## config.mk

```make
export PLATFORM = sky130hd
export DESIGN_NAME = sorted_insertion_priority_queue_top
export DESIGN_NICKNAME = d
export VERILOG_FILES = /design/src/rtl/core/sipq_pkg.sv /design/src/rtl/core/sipq_datapath.sv /design/src/rtl/core/sipq_ctrl.sv /design/src/rtl/core/sorted_insertion_priority_queue_top.sv
export SDC_FILE = /design/constraint.sdc
export NUM_CORES = 1
export LEC_CHECK = 0
export BUFFER_PORTS_ARGS = -buffer_cell sky130_fd_sc_hd__buf_4
export CORE_ASPECT_RATIO = 0.8
export CORE_MARGIN = 5
export CORE_UTILIZATION = 25
export DETAILED_ROUTE_END_ITERATION = 7
export GPL_ROUTABILITY_DRIVEN = 0
export GPL_TIMING_DRIVEN = 0
export HOLD_SLACK_MARGIN = 0.05
export SLEW_MARGIN = 20
export SYNTH_ARGS = -nofsm -noshare
export SYNTH_HDL_FRONTEND = slang
export SYNTH_SLANG_ARGS = --single-unit
```

## constraint.sdc

```tcl
create_clock -name clk_i -period 10.5 [get_ports clk_i]
set_clock_uncertainty 0.15 [all_clocks]
set_input_delay 0 -clock clk_i [delete_from_list [all_inputs] [get_ports clk_i]]
set_output_delay 0 -clock clk_i [all_outputs]
set_load 0.03 [all_outputs]
```

## src/rtl/core/sipq_pkg.sv

```systemverilog
// ---------------------------------------------------------------------------
// sipq_pkg
// Types, constants and codes of the sorted-insertion priority queue.
// ---------------------------------------------------------------------------
package sipq_pkg;

  localparam int unsigned CAPACITY = 16;
  localparam int unsigned KEY_W    = 32;

  localparam int unsigned IDX_W    = $clog2(CAPACITY);
  localparam int unsigned CNT_W    = $clog2(CAPACITY + 1);

  // Fixed widths of the item and result fields.
  localparam int unsigned OP_W     = 2;
  localparam int unsigned ITEM_W   = 32;
  localparam int unsigned STATUS_W = 2;
  localparam int unsigned COUNT_W  = 5;

  typedef enum logic [OP_W-1:0] {
    OP_INSERT   = 2'd0,
    OP_REMOVE   = 2'd1,
    OP_CONTAINS = 2'd2
  } op_e;

  typedef enum logic [STATUS_W-1:0] {
    STAT_OK    = 2'd0,
    STAT_FULL  = 2'd1,
    STAT_EMPTY = 2'd2
  } status_e;

  typedef enum logic [1:0] {
    S_IDLE,
    S_SCAN,
    S_LAST
  } ctrl_state_e;

  // Commands from the controller to the datapath.
  typedef struct packed {
    logic load;    // latch a new item and clear the scan state
    logic rd;      // read the next stored entry
    logic finish;  // last write, count update and result register load
  } dp_cmd_t;

  // Status from the datapath to the controller.
  typedef struct packed {
    logic need_scan;  // the operation walks through the stored entries
    logic scan_end;   // every stored entry has been read
    logic pend;       // a read is still in flight
  } dp_stat_t;

endpackage

```

## src/rtl/core/sipq_datapath.sv

```systemverilog
// ---------------------------------------------------------------------------
// sipq_datapath
// Entry memory, scan pipeline, count and mode registers, result registers.
// ---------------------------------------------------------------------------
module sipq_datapath (
  input  logic                      clk_i,
  input  logic                      rst_ni,
  input  sipq_pkg::dp_cmd_t         cmd_i,
  output sipq_pkg::dp_stat_t        stat_o,
  input  logic [sipq_pkg::OP_W-1:0] operation_i,
  input  logic [sipq_pkg::ITEM_W-1:0] item_i,
  input  logic                      cfg_we_i,
  input  logic                      cfg_wdata_i,
  output logic [sipq_pkg::ITEM_W-1:0] item_out_o,
  output logic                      found_o,
  output logic [sipq_pkg::STATUS_W-1:0] status_o,
  output logic [sipq_pkg::COUNT_W-1:0]  count_o
);

  logic [sipq_pkg::KEY_W-1:0] mem [sipq_pkg::CAPACITY];

  logic                        mode_q;
  logic [sipq_pkg::CNT_W-1:0]  count_q, count_d;
  logic [sipq_pkg::CNT_W-1:0]  idx_q;
  logic                        pend_q;
  logic                        placed_q;
  logic                        found_q;

  sipq_pkg::op_e               op_q;
  logic [sipq_pkg::KEY_W-1:0]  key_q;
  logic [sipq_pkg::KEY_W-1:0]  carry_q;
  logic [sipq_pkg::KEY_W-1:0]  head_q;
  logic [sipq_pkg::KEY_W-1:0]  rd_data_q;
  logic [sipq_pkg::IDX_W-1:0]  p_idx_q;

  logic                        full;
  logic                        wr_en;
  logic [sipq_pkg::IDX_W-1:0]  wr_addr;
  logic [sipq_pkg::KEY_W-1:0]  wr_data;

  logic [sipq_pkg::ITEM_W-1:0]   res_item;
  logic                          res_found;
  sipq_pkg::status_e             res_status;

  logic [sipq_pkg::ITEM_W-1:0]   item_out_q;
  logic                          found_out_q;
  logic [sipq_pkg::STATUS_W-1:0] status_out_q;
  logic [sipq_pkg::COUNT_W-1:0]  count_out_q;

  assign full = (count_q == sipq_pkg::CNT_W'(sipq_pkg::CAPACITY));

  always_comb begin
    stat_o.scan_end = (idx_q == count_q);
    stat_o.pend     = pend_q;
    unique case (op_q)
      sipq_pkg::OP_INSERT:   stat_o.need_scan = mode_q && !full;
      sipq_pkg::OP_REMOVE:   stat_o.need_scan = (count_q != '0);
      sipq_pkg::OP_CONTAINS: stat_o.need_scan = 1'b1;
      default:               stat_o.need_scan = 1'b0;
    endcase
  end

  // One write per cycle: either the ripple of a scanned entry or the
  // closing write at the tail.
  always_comb begin
    wr_en   = 1'b0;
    wr_addr = count_q[sipq_pkg::IDX_W-1:0];
    wr_data = key_q;
    if (pend_q) begin
      unique case (op_q)
        sipq_pkg::OP_INSERT: begin
          if (!placed_q && (rd_data_q >= key_q)) begin
            wr_en   = 1'b1;
            wr_addr = p_idx_q;
            wr_data = key_q;
          end else if (placed_q) begin
            wr_en   = 1'b1;
            wr_addr = p_idx_q;
            wr_data = carry_q;
          end
        end
        sipq_pkg::OP_REMOVE: begin
          if (p_idx_q != '0) begin
            wr_en   = 1'b1;
            wr_addr = p_idx_q - sipq_pkg::IDX_W'(1);
            wr_data = rd_data_q;
          end
        end
        default: begin
          wr_en = 1'b0;
        end
      endcase
    end else if (cmd_i.finish && (op_q == sipq_pkg::OP_INSERT) && !full) begin
      wr_en   = 1'b1;
      wr_addr = count_q[sipq_pkg::IDX_W-1:0];
      wr_data = placed_q ? carry_q : key_q;
    end
  end

  // Result of the operation, valid while finish is asserted.
  always_comb begin
    count_d    = count_q;
    res_item   = '0;
    res_found  = 1'b0;
    res_status = sipq_pkg::STAT_OK;
    unique case (op_q)
      sipq_pkg::OP_INSERT: begin
        if (full) begin
          res_status = sipq_pkg::STAT_FULL;
        end else begin
          count_d = count_q + sipq_pkg::CNT_W'(1);
        end
      end
      sipq_pkg::OP_REMOVE: begin
        if (count_q == '0) begin
          res_status = sipq_pkg::STAT_EMPTY;
        end else begin
          count_d  = count_q - sipq_pkg::CNT_W'(1);
          res_item = sipq_pkg::ITEM_W'(head_q);
        end
      end
      sipq_pkg::OP_CONTAINS: begin
        res_found = found_q;
      end
      default: begin
        count_d = count_q;
      end
    endcase
  end

  always_ff @(posedge clk_i or negedge rst_ni) begin
    if (!rst_ni) begin
      mode_q   <= 1'b1;
      count_q  <= '0;
      idx_q    <= '0;
      pend_q   <= 1'b0;
      placed_q <= 1'b0;
      found_q  <= 1'b0;
    end else begin
      if (cfg_we_i) begin
        mode_q <= cfg_wdata_i;
      end
      pend_q <= cmd_i.rd;
      if (cmd_i.load) begin
        idx_q    <= '0;
        placed_q <= 1'b0;
        found_q  <= 1'b0;
      end else begin
        if (cmd_i.rd) begin
          idx_q <= idx_q + sipq_pkg::CNT_W'(1);
        end
        if (pend_q && (op_q == sipq_pkg::OP_INSERT) && (rd_data_q >= key_q)) begin
          placed_q <= 1'b1;
        end
        if (pend_q && (op_q == sipq_pkg::OP_CONTAINS) && (rd_data_q == key_q)) begin
          found_q <= 1'b1;
        end
      end
      if (cmd_i.finish) begin
        count_q <= count_d;
      end
    end
  end

  always_ff @(posedge clk_i) begin
    if (cmd_i.load) begin
      op_q  <= sipq_pkg::op_e'(operation_i);
      key_q <= sipq_pkg::KEY_W'(item_i);
    end
    if (cmd_i.rd) begin
      rd_data_q <= mem[idx_q[sipq_pkg::IDX_W-1:0]];
      p_idx_q   <= idx_q[sipq_pkg::IDX_W-1:0];
    end
    if (pend_q) begin
      // Once the slot is found, each displaced entry moves one place on.
      if (placed_q || (rd_data_q >= key_q)) begin
        carry_q <= rd_data_q;
      end
      if (p_idx_q == '0) begin
        head_q <= rd_data_q;
      end
    end
    if (wr_en) begin
      mem[wr_addr] <= wr_data;
    end
    if (cmd_i.finish) begin
      item_out_q   <= res_item;
      found_out_q  <= res_found;
      status_out_q <= res_status;
      count_out_q  <= sipq_pkg::COUNT_W'(count_d);
    end
  end

  assign item_out_o = item_out_q;
  assign found_o    = found_out_q;
  assign status_o   = status_out_q;
  assign count_o    = count_out_q;

  a_count_bound : assert property (@(posedge clk_i) disable iff (!rst_ni)
    count_q <= sipq_pkg::CNT_W'(sipq_pkg::CAPACITY))
    else $error("entry count exceeds capacity");

  a_rd_in_range : assert property (@(posedge clk_i) disable iff (!rst_ni)
    cmd_i.rd |-> (idx_q < count_q))
    else $error("read issued past the stored entries");

  a_finish_drained : assert property (@(posedge clk_i) disable iff (!rst_ni)
    cmd_i.finish |-> !pend_q)
    else $error("finish while a scanned entry is still pending");

  a_count_stable_in_scan : assert property (@(posedge clk_i) disable iff (!rst_ni)
    (cmd_i.rd || pend_q) |=> $stable(count_q))
    else $error("count changed during a scan");

endmodule

```

## src/rtl/core/sipq_ctrl.sv

```systemverilog
// ---------------------------------------------------------------------------
// sipq_ctrl
// Sequencer of the queue: takes an item, walks the scan, hands off the result.
// ---------------------------------------------------------------------------
module sipq_ctrl (
  input  logic               clk_i,
  input  logic               rst_ni,
  input  logic               in_valid_i,
  output logic               in_stall_o,
  output logic               out_valid_o,
  input  logic               out_stall_i,
  output sipq_pkg::dp_cmd_t  cmd_o,
  input  sipq_pkg::dp_stat_t stat_i
);

  sipq_pkg::ctrl_state_e state_q, state_d;
  logic                  out_valid_q, out_valid_d;

  always_ff @(posedge clk_i or negedge rst_ni) begin
    if (!rst_ni) begin
      state_q     <= sipq_pkg::S_IDLE;
      out_valid_q <= 1'b0;
    end else begin
      state_q     <= state_d;
      out_valid_q <= out_valid_d;
    end
  end

  always_comb begin
    state_d    = state_q;
    cmd_o      = '0;
    in_stall_o = (state_q != sipq_pkg::S_IDLE);
    unique case (state_q)
      sipq_pkg::S_IDLE: begin
        if (in_valid_i) begin
          cmd_o.load = 1'b1;
          state_d    = sipq_pkg::S_SCAN;
        end
      end
      sipq_pkg::S_SCAN: begin
        if (!stat_i.need_scan || (stat_i.scan_end && !stat_i.pend)) begin
          state_d = sipq_pkg::S_LAST;
        end else begin
          cmd_o.rd = !stat_i.scan_end;
        end
      end
      sipq_pkg::S_LAST: begin
        // The result register must be empty or emptying this cycle.
        if (!out_valid_q || !out_stall_i) begin
          cmd_o.finish = 1'b1;
          state_d      = sipq_pkg::S_IDLE;
        end
      end
      default: begin
        state_d = sipq_pkg::S_IDLE;
      end
    endcase
    if (cmd_o.finish) begin
      out_valid_d = 1'b1;
    end else begin
      out_valid_d = out_valid_q && out_stall_i;
    end
  end

  assign out_valid_o = out_valid_q;

  a_finish_no_overwrite : assert property (@(posedge clk_i) disable iff (!rst_ni)
    (out_valid_q && out_stall_i) |-> !cmd_o.finish)
    else $error("result register overwritten while stalled");

  a_load_only_idle : assert property (@(posedge clk_i) disable iff (!rst_ni)
    cmd_o.load |=> (state_q == sipq_pkg::S_SCAN))
    else $error("load did not start a scan");

  a_one_command : assert property (@(posedge clk_i) disable iff (!rst_ni)
    $onehot0({cmd_o.load, cmd_o.rd, cmd_o.finish}))
    else $error("more than one datapath command at once");

endmodule

```

## src/rtl/core/sorted_insertion_priority_queue_top.sv

```systemverilog
// ---------------------------------------------------------------------------
// sorted_insertion_priority_queue_top
// Fixed-capacity key queue with insert, remove-first and contains.
// ---------------------------------------------------------------------------
// Input channel: in_valid_i/in_stall_o carry one item (operation_i, item_i).
// Output channel: out_valid_o/out_stall_i carry one result per item
// (item_out_o, found_o, status_o, count_o). A transfer happens on a rising
// edge with valid high and stall low.
// The sorted_mode register is written through cfg_we_i/cfg_wdata_i; the user
// must write it only while the queue is idle, and the block does not enforce
// this. It resets to 1 (ascending order). Insert in sorted mode, remove and
// contains walk the n stored entries through the entry memory, one entry per
// cycle with a registered read and a write-back in the cycle after it. FIFO
// inserts, dropped inserts, removes on empty and unused codes do not walk the
// entries; a contains on an empty queue walks none.
// The input is stalled while an item is in work. The finished result waits
// in the output register; if the receiver is still stalling the previous
// result, the queue holds the new one back and keeps the input stalled.
// Reset empties the queue and clears the output valid.
// ---------------------------------------------------------------------------
module sorted_insertion_priority_queue_top (
  input  logic                            clk_i,
  input  logic                            rst_ni,
  input  logic                            in_valid_i,
  output logic                            in_stall_o,
  input  logic [sipq_pkg::OP_W-1:0]       operation_i,
  input  logic [sipq_pkg::ITEM_W-1:0]     item_i,
  output logic                            out_valid_o,
  input  logic                            out_stall_i,
  output logic [sipq_pkg::ITEM_W-1:0]     item_out_o,
  output logic                            found_o,
  output logic [sipq_pkg::STATUS_W-1:0]   status_o,
  output logic [sipq_pkg::COUNT_W-1:0]    count_o,
  input  logic                            cfg_we_i,
  input  logic                            cfg_wdata_i
);

  sipq_pkg::dp_cmd_t  cmd;
  sipq_pkg::dp_stat_t stat;

  sipq_ctrl u_ctrl (
    .clk_i       (clk_i),
    .rst_ni      (rst_ni),
    .in_valid_i  (in_valid_i),
    .in_stall_o  (in_stall_o),
    .out_valid_o (out_valid_o),
    .out_stall_i (out_stall_i),
    .cmd_o       (cmd),
    .stat_i      (stat)
  );

  sipq_datapath u_datapath (
    .clk_i       (clk_i),
    .rst_ni      (rst_ni),
    .cmd_i       (cmd),
    .stat_o      (stat),
    .operation_i (operation_i),
    .item_i      (item_i),
    .cfg_we_i    (cfg_we_i),
    .cfg_wdata_i (cfg_wdata_i),
    .item_out_o  (item_out_o),
    .found_o     (found_o),
    .status_o    (status_o),
    .count_o     (count_o)
  );

endmodule
```

; ---- Word-level counts from Yosys, hierarchy flattened
; Memories as Yosys holds them, arrays and structs flattened. A register that Yosys moved wholly into a read port is not among the register bits.
; Index checks and enable logic that the tools add are counted.
[totals]
regBits = 159
ramBits = 512
inputBits = 40
out_inout_bits = 42
memories = 1
[classes]
n_addsub = 4
magnitude_cmp = 1
n_eq_ne = 10
n_mux = 43
bitwise = 1
reduce_logical = 34
[mem_list]
columns = name, depth, width, rd, rd_clocked_by_memory_dff, wr, line_no
row1 = u_datapath.mem, 16, 32, 1, 1, 1, sipq_datapath.sv:20  ; logic [sipq_pkg::KEY_W-1:0] mem [sipq_pkg::CAPACITY];
[op_table]
columns = cell, n
row1 = $mux 32, 5
row2 = $pmux 32 s2, 1
row3 = $eq 32x32->1, 1
row4 = $ge 32x32->1, 1
row5 = $mux 5, 4
row6 = $mux 1, 19
row7 = $mux 4, 4
row8 = $add 5x1->5 const B, 2
row9 = $logic_and 1x1->1, 10
row10 = $pmux 5 s2, 1
row11 = $mux 2, 4
row12 = $pmux 4 s2, 1
row13 = $reduce_bool 2->1, 4
row14 = $logic_not 1->1, 7
row15 = $pmux 2 s3, 1
row16 = $eq 5x5->1, 1
row17 = $eq 5x5->1 const B, 1
row18 = $logic_not 5->1, 1
row19 = $reduce_bool 5->1, 1
row20 = $sub 5x1->5 const B, 1
row21 = $eq 2x1->1 const B, 2
row22 = $eq 2x2->1 const B, 2
row23 = $logic_not 2->1, 2
row24 = $logic_not 4->1, 1
row25 = other kinds (12), 16

; ---- Longest topological paths before layout
; Gate-level depths: netlist (run 1).
[logic_depth]
depth_word = 10
mapped_depth = 11
mapped_depth_nobuf = 9

; ---- By module
; A second synthesis (run 1) with hierarchy kept.
[hier_totals]
cells_unflattened = 1323
hier_area_um2 = 27536.4
[by_module_without_submodules]
columns = module, n_inst, cells_per_inst, area_per_inst_um2, seq_area_each_um2
row1 = sipq_datapath, 1, 1306, 27370.0, 20951.3
row2 = sipq_ctrl, 1, 17, 166.4, 75.1

; ---- Worst setup path before layout (run 1)
; No wires, ideal clock.
[synth_path]
path_kind = flip-flop to flip-flop
startpoint = register u_ctrl.out_valid_q, in the netlist u_ctrl.out_valid_o
endpoint = memory u_datapath.mem[0][0] in the netlist's numbering, enable pin
setup_ns = 0.513
t_arrival_ns = 7.035
t_required_ns = 9.837
slack_ns = 2.802
path_stages_with_launch = 7
path_buffers = 0
cell_sequence = dfrtp_1 -> a21oi_1 -> nand3_1 -> o21a_1 -> a21boi_0 -> mux2i_1 -> nor4b_1
[synth_rtl]
columns = element, line_no
row1 = start: declaration, sipq_ctrl.sv:17  ; logic out_valid_q, out_valid_d;
row2 = start signal: assignment, sipq_ctrl.sv:25  ; out_valid_q <= out_valid_d;
row3 = end: declaration, sipq_datapath.sv:20

; ---- Worst setup path in the final report (run 1)
[layout_path]
startpoint = register u_datapath.key_q[14] in the netlist's numbering
endpoint = memory u_datapath.mem[5][15] in the netlist's numbering, enable pin
[layout_between]
elab_chain_cells = 7
elab_cells_between_ends = 10
cone_classes = order compare: 1 / mux: 8 / reduce/logical: 1
[layout_lines]
columns = element, line_no
row1 = start: declaration, sipq_datapath.sv:30  ; logic [sipq_pkg::KEY_W-1:0] key_q;
row2 = start signal: assignment, sipq_datapath.sv:168  ; key_q <= sipq_pkg::KEY_W'(item_i);
row3 = $ge 32x32->1 *, sipq_datapath.sv:72  ; if (!placed_q && (rd_data_q >= key_q)) begin
row4 = $logic_and 1x1->1 *, sipq_datapath.sv:72
row5 = $mux 1, sipq_datapath.sv:72
row6 = $pmux 1 s2, sipq_datapath.sv:70  ; unique case (op_q)
row7 = $mux 1, sipq_datapath.sv:69  ; if (pend_q) begin
row8 = $mux 1, sipq_datapath.sv:183  ; if (wr_en) begin
row9 = $mux 1 (not written as such), sipq_datapath.sv:184  ; mem[wr_addr] <= wr_data;
; Mark *: on every way between the ends. The rest lies on a longest branch, timed or not.

==> flow_summary_export.csv, run 1 <==
group,metric,value,unit
timing,period_needed,5.92,ns
drt,wl_per_cell,23.3,µm
clock_network,root_buffer,"clkbuf_16",
layout,fillers,10908,
clock_network,cts_buffer_depth,3,
clock_network,cts_buffers,61,
layout,regArea,21000,µm²
worst_hold_path,min_path_type,"input pin to flip-flop",
drt,vias_per_cell,4.80,
layout,diodes,0,
timing,max_freq,169,MHz
placement,portBuffers,81,
worst_hold_path,hold_depth,4,
timing,finalSetupViolations,0,
power,seq_power_share,47.2,%
logic_synthesis,synth_common_cells,"edfxtp_1 (686), mux4_2 (160), o21ai_0 (70)",
placement,place_hpwl,57000,µm
clock_network,htreeDepth,2,
logic_synthesis,synth_edf_count,686,
global_route,grt-ovfl-total,0,
floorplan,die_area,121000,µm²
timing,tightestPinTransition,1.20,ns
global_route,grt_max_degree,26,
drt,drt-total-wl,78900,µm
setup_path,ff2ff_path_depth,15,
logic_synthesis,synth_seq_area_share,73.8,%
power,p_int,5.68,mW
timing,relSlewSlack,19.6,%
drt,dr_total_vias,16255,
logic_synthesis,syn_nets,1552,
logic_synthesis,syn-cell-area,28500,µm²
setup_path,cp.required,10.70,ns
logic_synthesis,synth_top_area_share,72.3,%
setup_path,rrSetupSlack,4.58,ns
global_route,grt_pass1_wl,115000,µm
setup_path,arrival,6.12,ns
layout,multi_input_area,7160,µm²
outcome,status,"complete, no violations",
setup_path,path_class,"flip-flop to flip-flop",
logic_synthesis,async_flop_share,2.42,%
setup_path,crit-reg2reg-launch,"u_datapath.key_q[14]",
power,p_switching,2.53,mW
logic_synthesis,synthFlopType,"edfxtp_1",
setup_path,end_kind,"flip-flop",
clock_network,clkLatencyLatePin,0.65,ns
global_route,antenna_found_initial,2,
timing,hold_violations,0,
logic_synthesis,post_synth.cell_area_avg,19.3,µm²
floorplan,die_w,388,µm
power,power.density,235,nW/µm²
drt,drc,0,
logic_synthesis,synthMostInstantiatedCell,"edfxtp_1",
power,swShare,30.8,%
floorplan,fp-row-count,110,
timing,hold_ws,0.112,ns
clock_network,cts_num_sinks,703,
logic_synthesis,synth_cell_types,69,
power,p_leak,11.5,nW
floorplan,initial_core_util,25.3,%
layout,utilization,30.9,%
timing,rsz0062_at_grt,"false",
drt,drt-pass1-iter-count,6,
layout,area_growth,22.5,%
flow_run,maxCapViolations,0,
timing,maxSlewViolCount,0,
layout,drive_gt1_share,28.4,%
setup_path,r2r_end,"u_datapath.mem[5][15]",
setup_path,start_kind,"flip-flop",
power,pwr-share-comb,24.5,%
worst_hold_path,hold-path-endpoint,"u_ctrl.state_q[0]",
clock_network,cts.clk_slew.worst_paths,0.06,ns
power,finalPower,8.21,mW
logic_synthesis,ys_seq_elements,703,
floorplan,core_area,113000,µm²
drt,drtIter0Drc,2101,
floorplan,boundaryPins,82,
logic_synthesis,yosysWarnings,0,
clock_network,post_cts_buffers,0,
drt,ant_nets,0,
worst_hold_path,worstHoldStart,"in_valid_i",
power,peakVddDrop,151,µV
logic_synthesis,synthTopCellsByArea,"edfxtp_1 (72%), mux4_2 (13%), ha_1 (1.6%)",
layout,nets,1901,
logic_synthesis,synthCells,1476,
global_route,grt_pass1_vias,16355,
floorplan,die_h,312,µm
setup_path,critPathMaxFanout,8,
clock_network,cts_tree,"done",
logic_synthesis,synth_top_area_cell,"edfxtp_1",
global_route,globalRouteTotalUtil,12.7,%
power,p_clk_share,28.2,%
timing,finalCritPeriodShare,56.4,%
-- registers in the layout, summed over array words and instances, names as in the netlist, 2 cells and up --
name,count
u_datapath.mem,512
u_datapath.carry_q,32
u_datapath.head_q,32
u_datapath.item_out_o,32
u_datapath.key_q,32
u_datapath.rd_data_q,32
u_datapath.count_o,5
u_datapath.count_q,5
u_datapath.idx_q,5
u_datapath.p_idx_q,4
u_ctrl.state_q,2
u_datapath.op_q,2
u_datapath.status_o,2
-- power groups by stage --
stage / combinational, mW / sequential (mW) / clock, mW
2_1_floorplan: 1.12 / 3.91 / 0
3_3_place_gp: 1.74 / 3.97 / 0
3_5_place_dp: 1.96 / 3.92 / 0
4_1_cts: 2.00 / 3.87 / 2.37
5_1_grt: 2.16 / 3.89 / 2.49
6_report: 2.01 / 3.87 / 2.32
-- worst max-delay path by stage --
stage                            endpoint  cells after the start            startpoint
floorplan            u_datapath.mem[0][0]                      6    u_ctrl.out_valid_o
detailed placement  u_datapath.mem[5][16]                     15  u_datapath.key_q[14]
global placement    u_datapath.mem[5][14]                      7     u_ctrl.state_q[0]
CTS                 u_datapath.mem[5][15]                     15  u_datapath.key_q[14]
global route        u_datapath.mem[5][15]                     15  u_datapath.key_q[13]
finish              u_datapath.mem[5][15]                     15  u_datapath.key_q[14]
-- cell usage in the layout, fill, tap and decap left out, drive strengths merged, types with 28 or more instances in the layout --
cell,instances
edfxtp,686
o21ai,71
mux4,160
buf,221
a21oi,38
clkinv,28
clkbuf,135
mux2i,28
inv,53
nand2,43
ha,36
dlygate4sd3,77
and2,33
nor2,37
-- worst max-delay path, stage by stage, from the launching register on --
cell	delay (ns)
edfxtp_1	0.55
inv_1	0.08
ha_1	0.32
nand4_1	0.44
nor4_1	1.01
a22oi_2	0.24
o211ai_2	0.20
o31ai_1	0.15
and3_1	0.16
buf_1	0.30
nor4b_2	0.90
buf_4	0.30
buf_2	0.17
buf_2	0.21
buf_4	0.21
buf_2	0.21
-- cell type report --
cell class	count	area share [%]
Sequential cell	703	60.2
Timing Repair Buffer	286	6.59
Multi-Input combinational cell	644	20.5
Tap cell	1512	5.42
Clock buffer	70	4.59
Clock inverter	42	1.23
Inverter	52	0.559
Buffer	77	0.917
-- layer usage --
layer  vias up  global-route usage, %  routed length [µm]
met5         -                      0                   0
met4         0                   2.78                1620
met3       141                   3.93                8370
met2       879                   18.1               33100
met1      8432                   19.1               35800
li1       6803                      -                   -
-- cell families after synthesis --
family	Yosys count	synth area share, %
buf+inv	129	1.75
flops	703	73.8
fa+ha+maj	36	1.58
mux	198	14.0
compound gates	210	4.95
xor+xnor	11	0.338
simple gates	189	3.59
-- per-stage QoR --
| stage | area [µm²] | setup WS (ns) | cells | TNS, ns |
|---|---|---|---|---|
| final | 34900 | 4.58 | 3386 | 0 |
| after global routing | 34900 | 4.45 | 3386 | 0 |
| after CTS | 34900 | 4.85 | 3386 | 0 |
| after detailed placement | 32100 | 4.88 | 3197 | 0 |
| after global placement | 31000 | -3.86 | 3069 | -1370.88 |
| after floorplan | 28500 | 2.80 | 1476 | 0 |
-- repair_timing --
action	in CTS	in global routing
hold endpoints to repair	141	0
gates resized for setup	0	0
hold buffers	77	0
Note: power is estimated with default switching activity, not from simulation.
==> run 2: changes to the inputs <==
clock period = 6.1 ns   (was 10.5 ns; I/O delays follow)
==> flow_summary_export.csv, run 2 (same netlist as run 1, synthesis figures left out) <==
group,metric,value,unit
floorplan,die_area,121000,µm²
setup_path,start_kind,"flip-flop",
timing,rsz0062_at_grt,"false",
power,seq_power_share,46.8,%
timing,relSlewSlack,25.9,%
layout,final_common_cell,"edfxtp_1",
layout,diodes,0,
clock_network,root_buffer,"clkbuf_16",
clock_network,cts_buffers,66,
global_route,grt_max_degree,25,
timing,tightestPinTransition,1.10,ns
clock_network,cts-resized-gates,0,
flow_run,maxCapViolations,0,
drt,drtIter0Drc,2147,
floorplan,initial_core_util,25.3,%
placement,place_area,32200,µm²
power,pwr-share-comb,24.7,%
power,p_leak,11.5,nW
layout,drive_gt1_share,27.6,%
placement,post-place-ws,0.528,ns
power,p_int,9.89,mW
floorplan,core_area,113000,µm²
clock_network,htreeDepth,3,
power,swShare,30.7,%
worst_hold_path,worstHoldStart,"in_valid_i",
clock_network,cts_num_sinks,703,
layout,utilization,31.1,%
outcome,status,"complete, no violations",
setup_path,cp.required,6.26,ns
drt,drc,0,
floorplan,boundaryPins,82,
clock_network,clkLatencyLatePin,0.62,ns
global_route,grt-ovfl-total,0,
drt,drt-total-wl,79600,µm
layout,largest_register,"u_datapath.mem",
drt,vias_per_cell,4.86,
clock_network,cts_tree,"done",
floorplan,fp-row-count,110,
placement,place_hpwl,57200,µm
clock_network,post_cts_buffers,0,
drt,drt-pass1-iter-count,6,
floorplan,die_w,388,µm
global_route,grt_pass1_vias,16036,
timing,setup_ws,0.400,ns
clock_network,cts_buffer_depth,3,
global_route,grt_pass1_wl,115000,µm
setup_path,crit_path_start,"u_datapath.key_q[10]",
global_route,antenna_found_initial,1,
layout,final_cells,3382,
timing,setup_tns,0,ns
setup_path,end_kind,"flip-flop",
setup_path,critPathMaxFanout,8,
timing,period_needed,5.70,ns
setup_path,arrival,5.86,ns
timing,maxSlewViolCount,0,
global_route,globalRouteTotalUtil,12.9,%
power,power.density,406,nW/µm²
timing,finalCritPeriodShare,93.4,%
drt,ant_nets,0,
power,p_clk_share,28.5,%
layout,area_growth,23.2,%
timing,hold_violations,0,
layout,nets,1899,
drt,wl_per_cell,23.5,µm
timing,finalSetupViolations,0,
drt,dr_total_vias,16428,
worst_hold_path,min_path_type,"input pin to flip-flop",
placement,portBuffers,81,
power,peakVddDrop,257,µV
placement,dpl.cell_count,3190,
setup_path,path_class,"flip-flop to flip-flop",
floorplan,die_h,312,µm
setup_path,crit-reg2reg-launch,"u_datapath.key_q[10]",
layout,layout_common_cells,"edfxtp_1 (686), mux4_2 (160), buf_4 (119)",
layout,largest_reg_flops,512,
timing,max_freq,175,MHz
clock_network,cts.clk_slew.worst_paths,0.06,ns
power,p_switching,4.38,mW
layout,fin_area,35100,µm²
[run 2: cell count changes in the layout (fill, tap and decap cells not counted), moves of 4 or more]
cell,change
buf_2,-23
buf_6,+13
clkbuf_1,+8
clkbuf_16,+8
clkinv_2,-8
buf_8,+6
bufinv_16,-4
nor4_2,-4
nor4_4,+4
[run 2: worst paths after layout]
kind	endpoint	slack (ns)	depth (start not counted)
max	u_datapath.mem[11][12]	0.40	15
min	u_ctrl.state_q[0]	0.16	4
max reg2reg	u_datapath.mem[11][12]	0.40	15
min reg2reg	u_datapath.p_idx_q[3]	0.30	0
max in group asynchronous	u_datapath.idx_q[0]	4.69	3
min in group asynchronous	u_ctrl.out_valid_o	0.49	3
[run 2: cell type report]
| type | instances | area [µm²] |
|---|---|---|
| Timing Repair Buffer | 279 | 2410 |
| Sequential cell | 703 | 21000 |
| Buffer | 77 | 320 |
| Clock inverter | 27 | 235 |
| Tap cell | 1512 | 1890 |
| Clock buffer | 88 | 1860 |
| Fill cell | 10914 | 77700 |
| Multi-Input combinational cell | 644 | 7180 |
| Inverter | 52 | 195 |
[run 2: power groups by stage]
| stage | sequential [mW] | combinational [mW] | clock (mW) |
|---|---|---|---|
| 6_report | 6.68 | 3.52 | 4.06 |
| 5_1_grt | 6.70 | 3.77 | 4.37 |
| 4_1_cts | 6.66 | 3.48 | 4.16 |
| 3_5_place_dp | 6.76 | 3.44 | 0 |
| 3_3_place_gp | 6.84 | 3.02 | 0 |
| 2_1_floorplan | 6.74 | 1.94 | 0 |
[run 2: through the flow]
step	power (mW)	hold WS (ns)
floorplan	8.68	-0.446
global placement	9.85	-0.259
global route	14.8	0.163
detailed placement	10.2	-0.255
CTS	14.3	0.131
finish	14.3	0.159
[run 2: worst max-delay path: stages, from the launching register on]
cell	delay (ns)
edfxtp_1	0.57
inv_1	0.08
ha_1	0.31
nand4_1	0.25
inv_1	0.08
a221oi_1	0.82
o211ai_1	0.34
a211o_1	0.40
and3_1	0.17
buf_1	0.32
nor4_2	0.66
buf_4	0.26
buf_2	0.23
buf_2	0.26
buf_2	0.25
buf_2	0.23
[run 2: per-layer routing]
metal	up-vias	global-route usage (%)	wire (µm)
met5	-	0.119	0
met4	0	3.34	1680
met3	131	4.28	9360
met2	946	17.8	33100
met1	8547	19.3	35400
li1	6804	-	-
[run 2: repair_timing]
action / in CTS / in global routing
endpoints found under the hold margin: 141 / 0
hold buffers: 77 / 0
endpoints found under the setup margin: 0 / 0
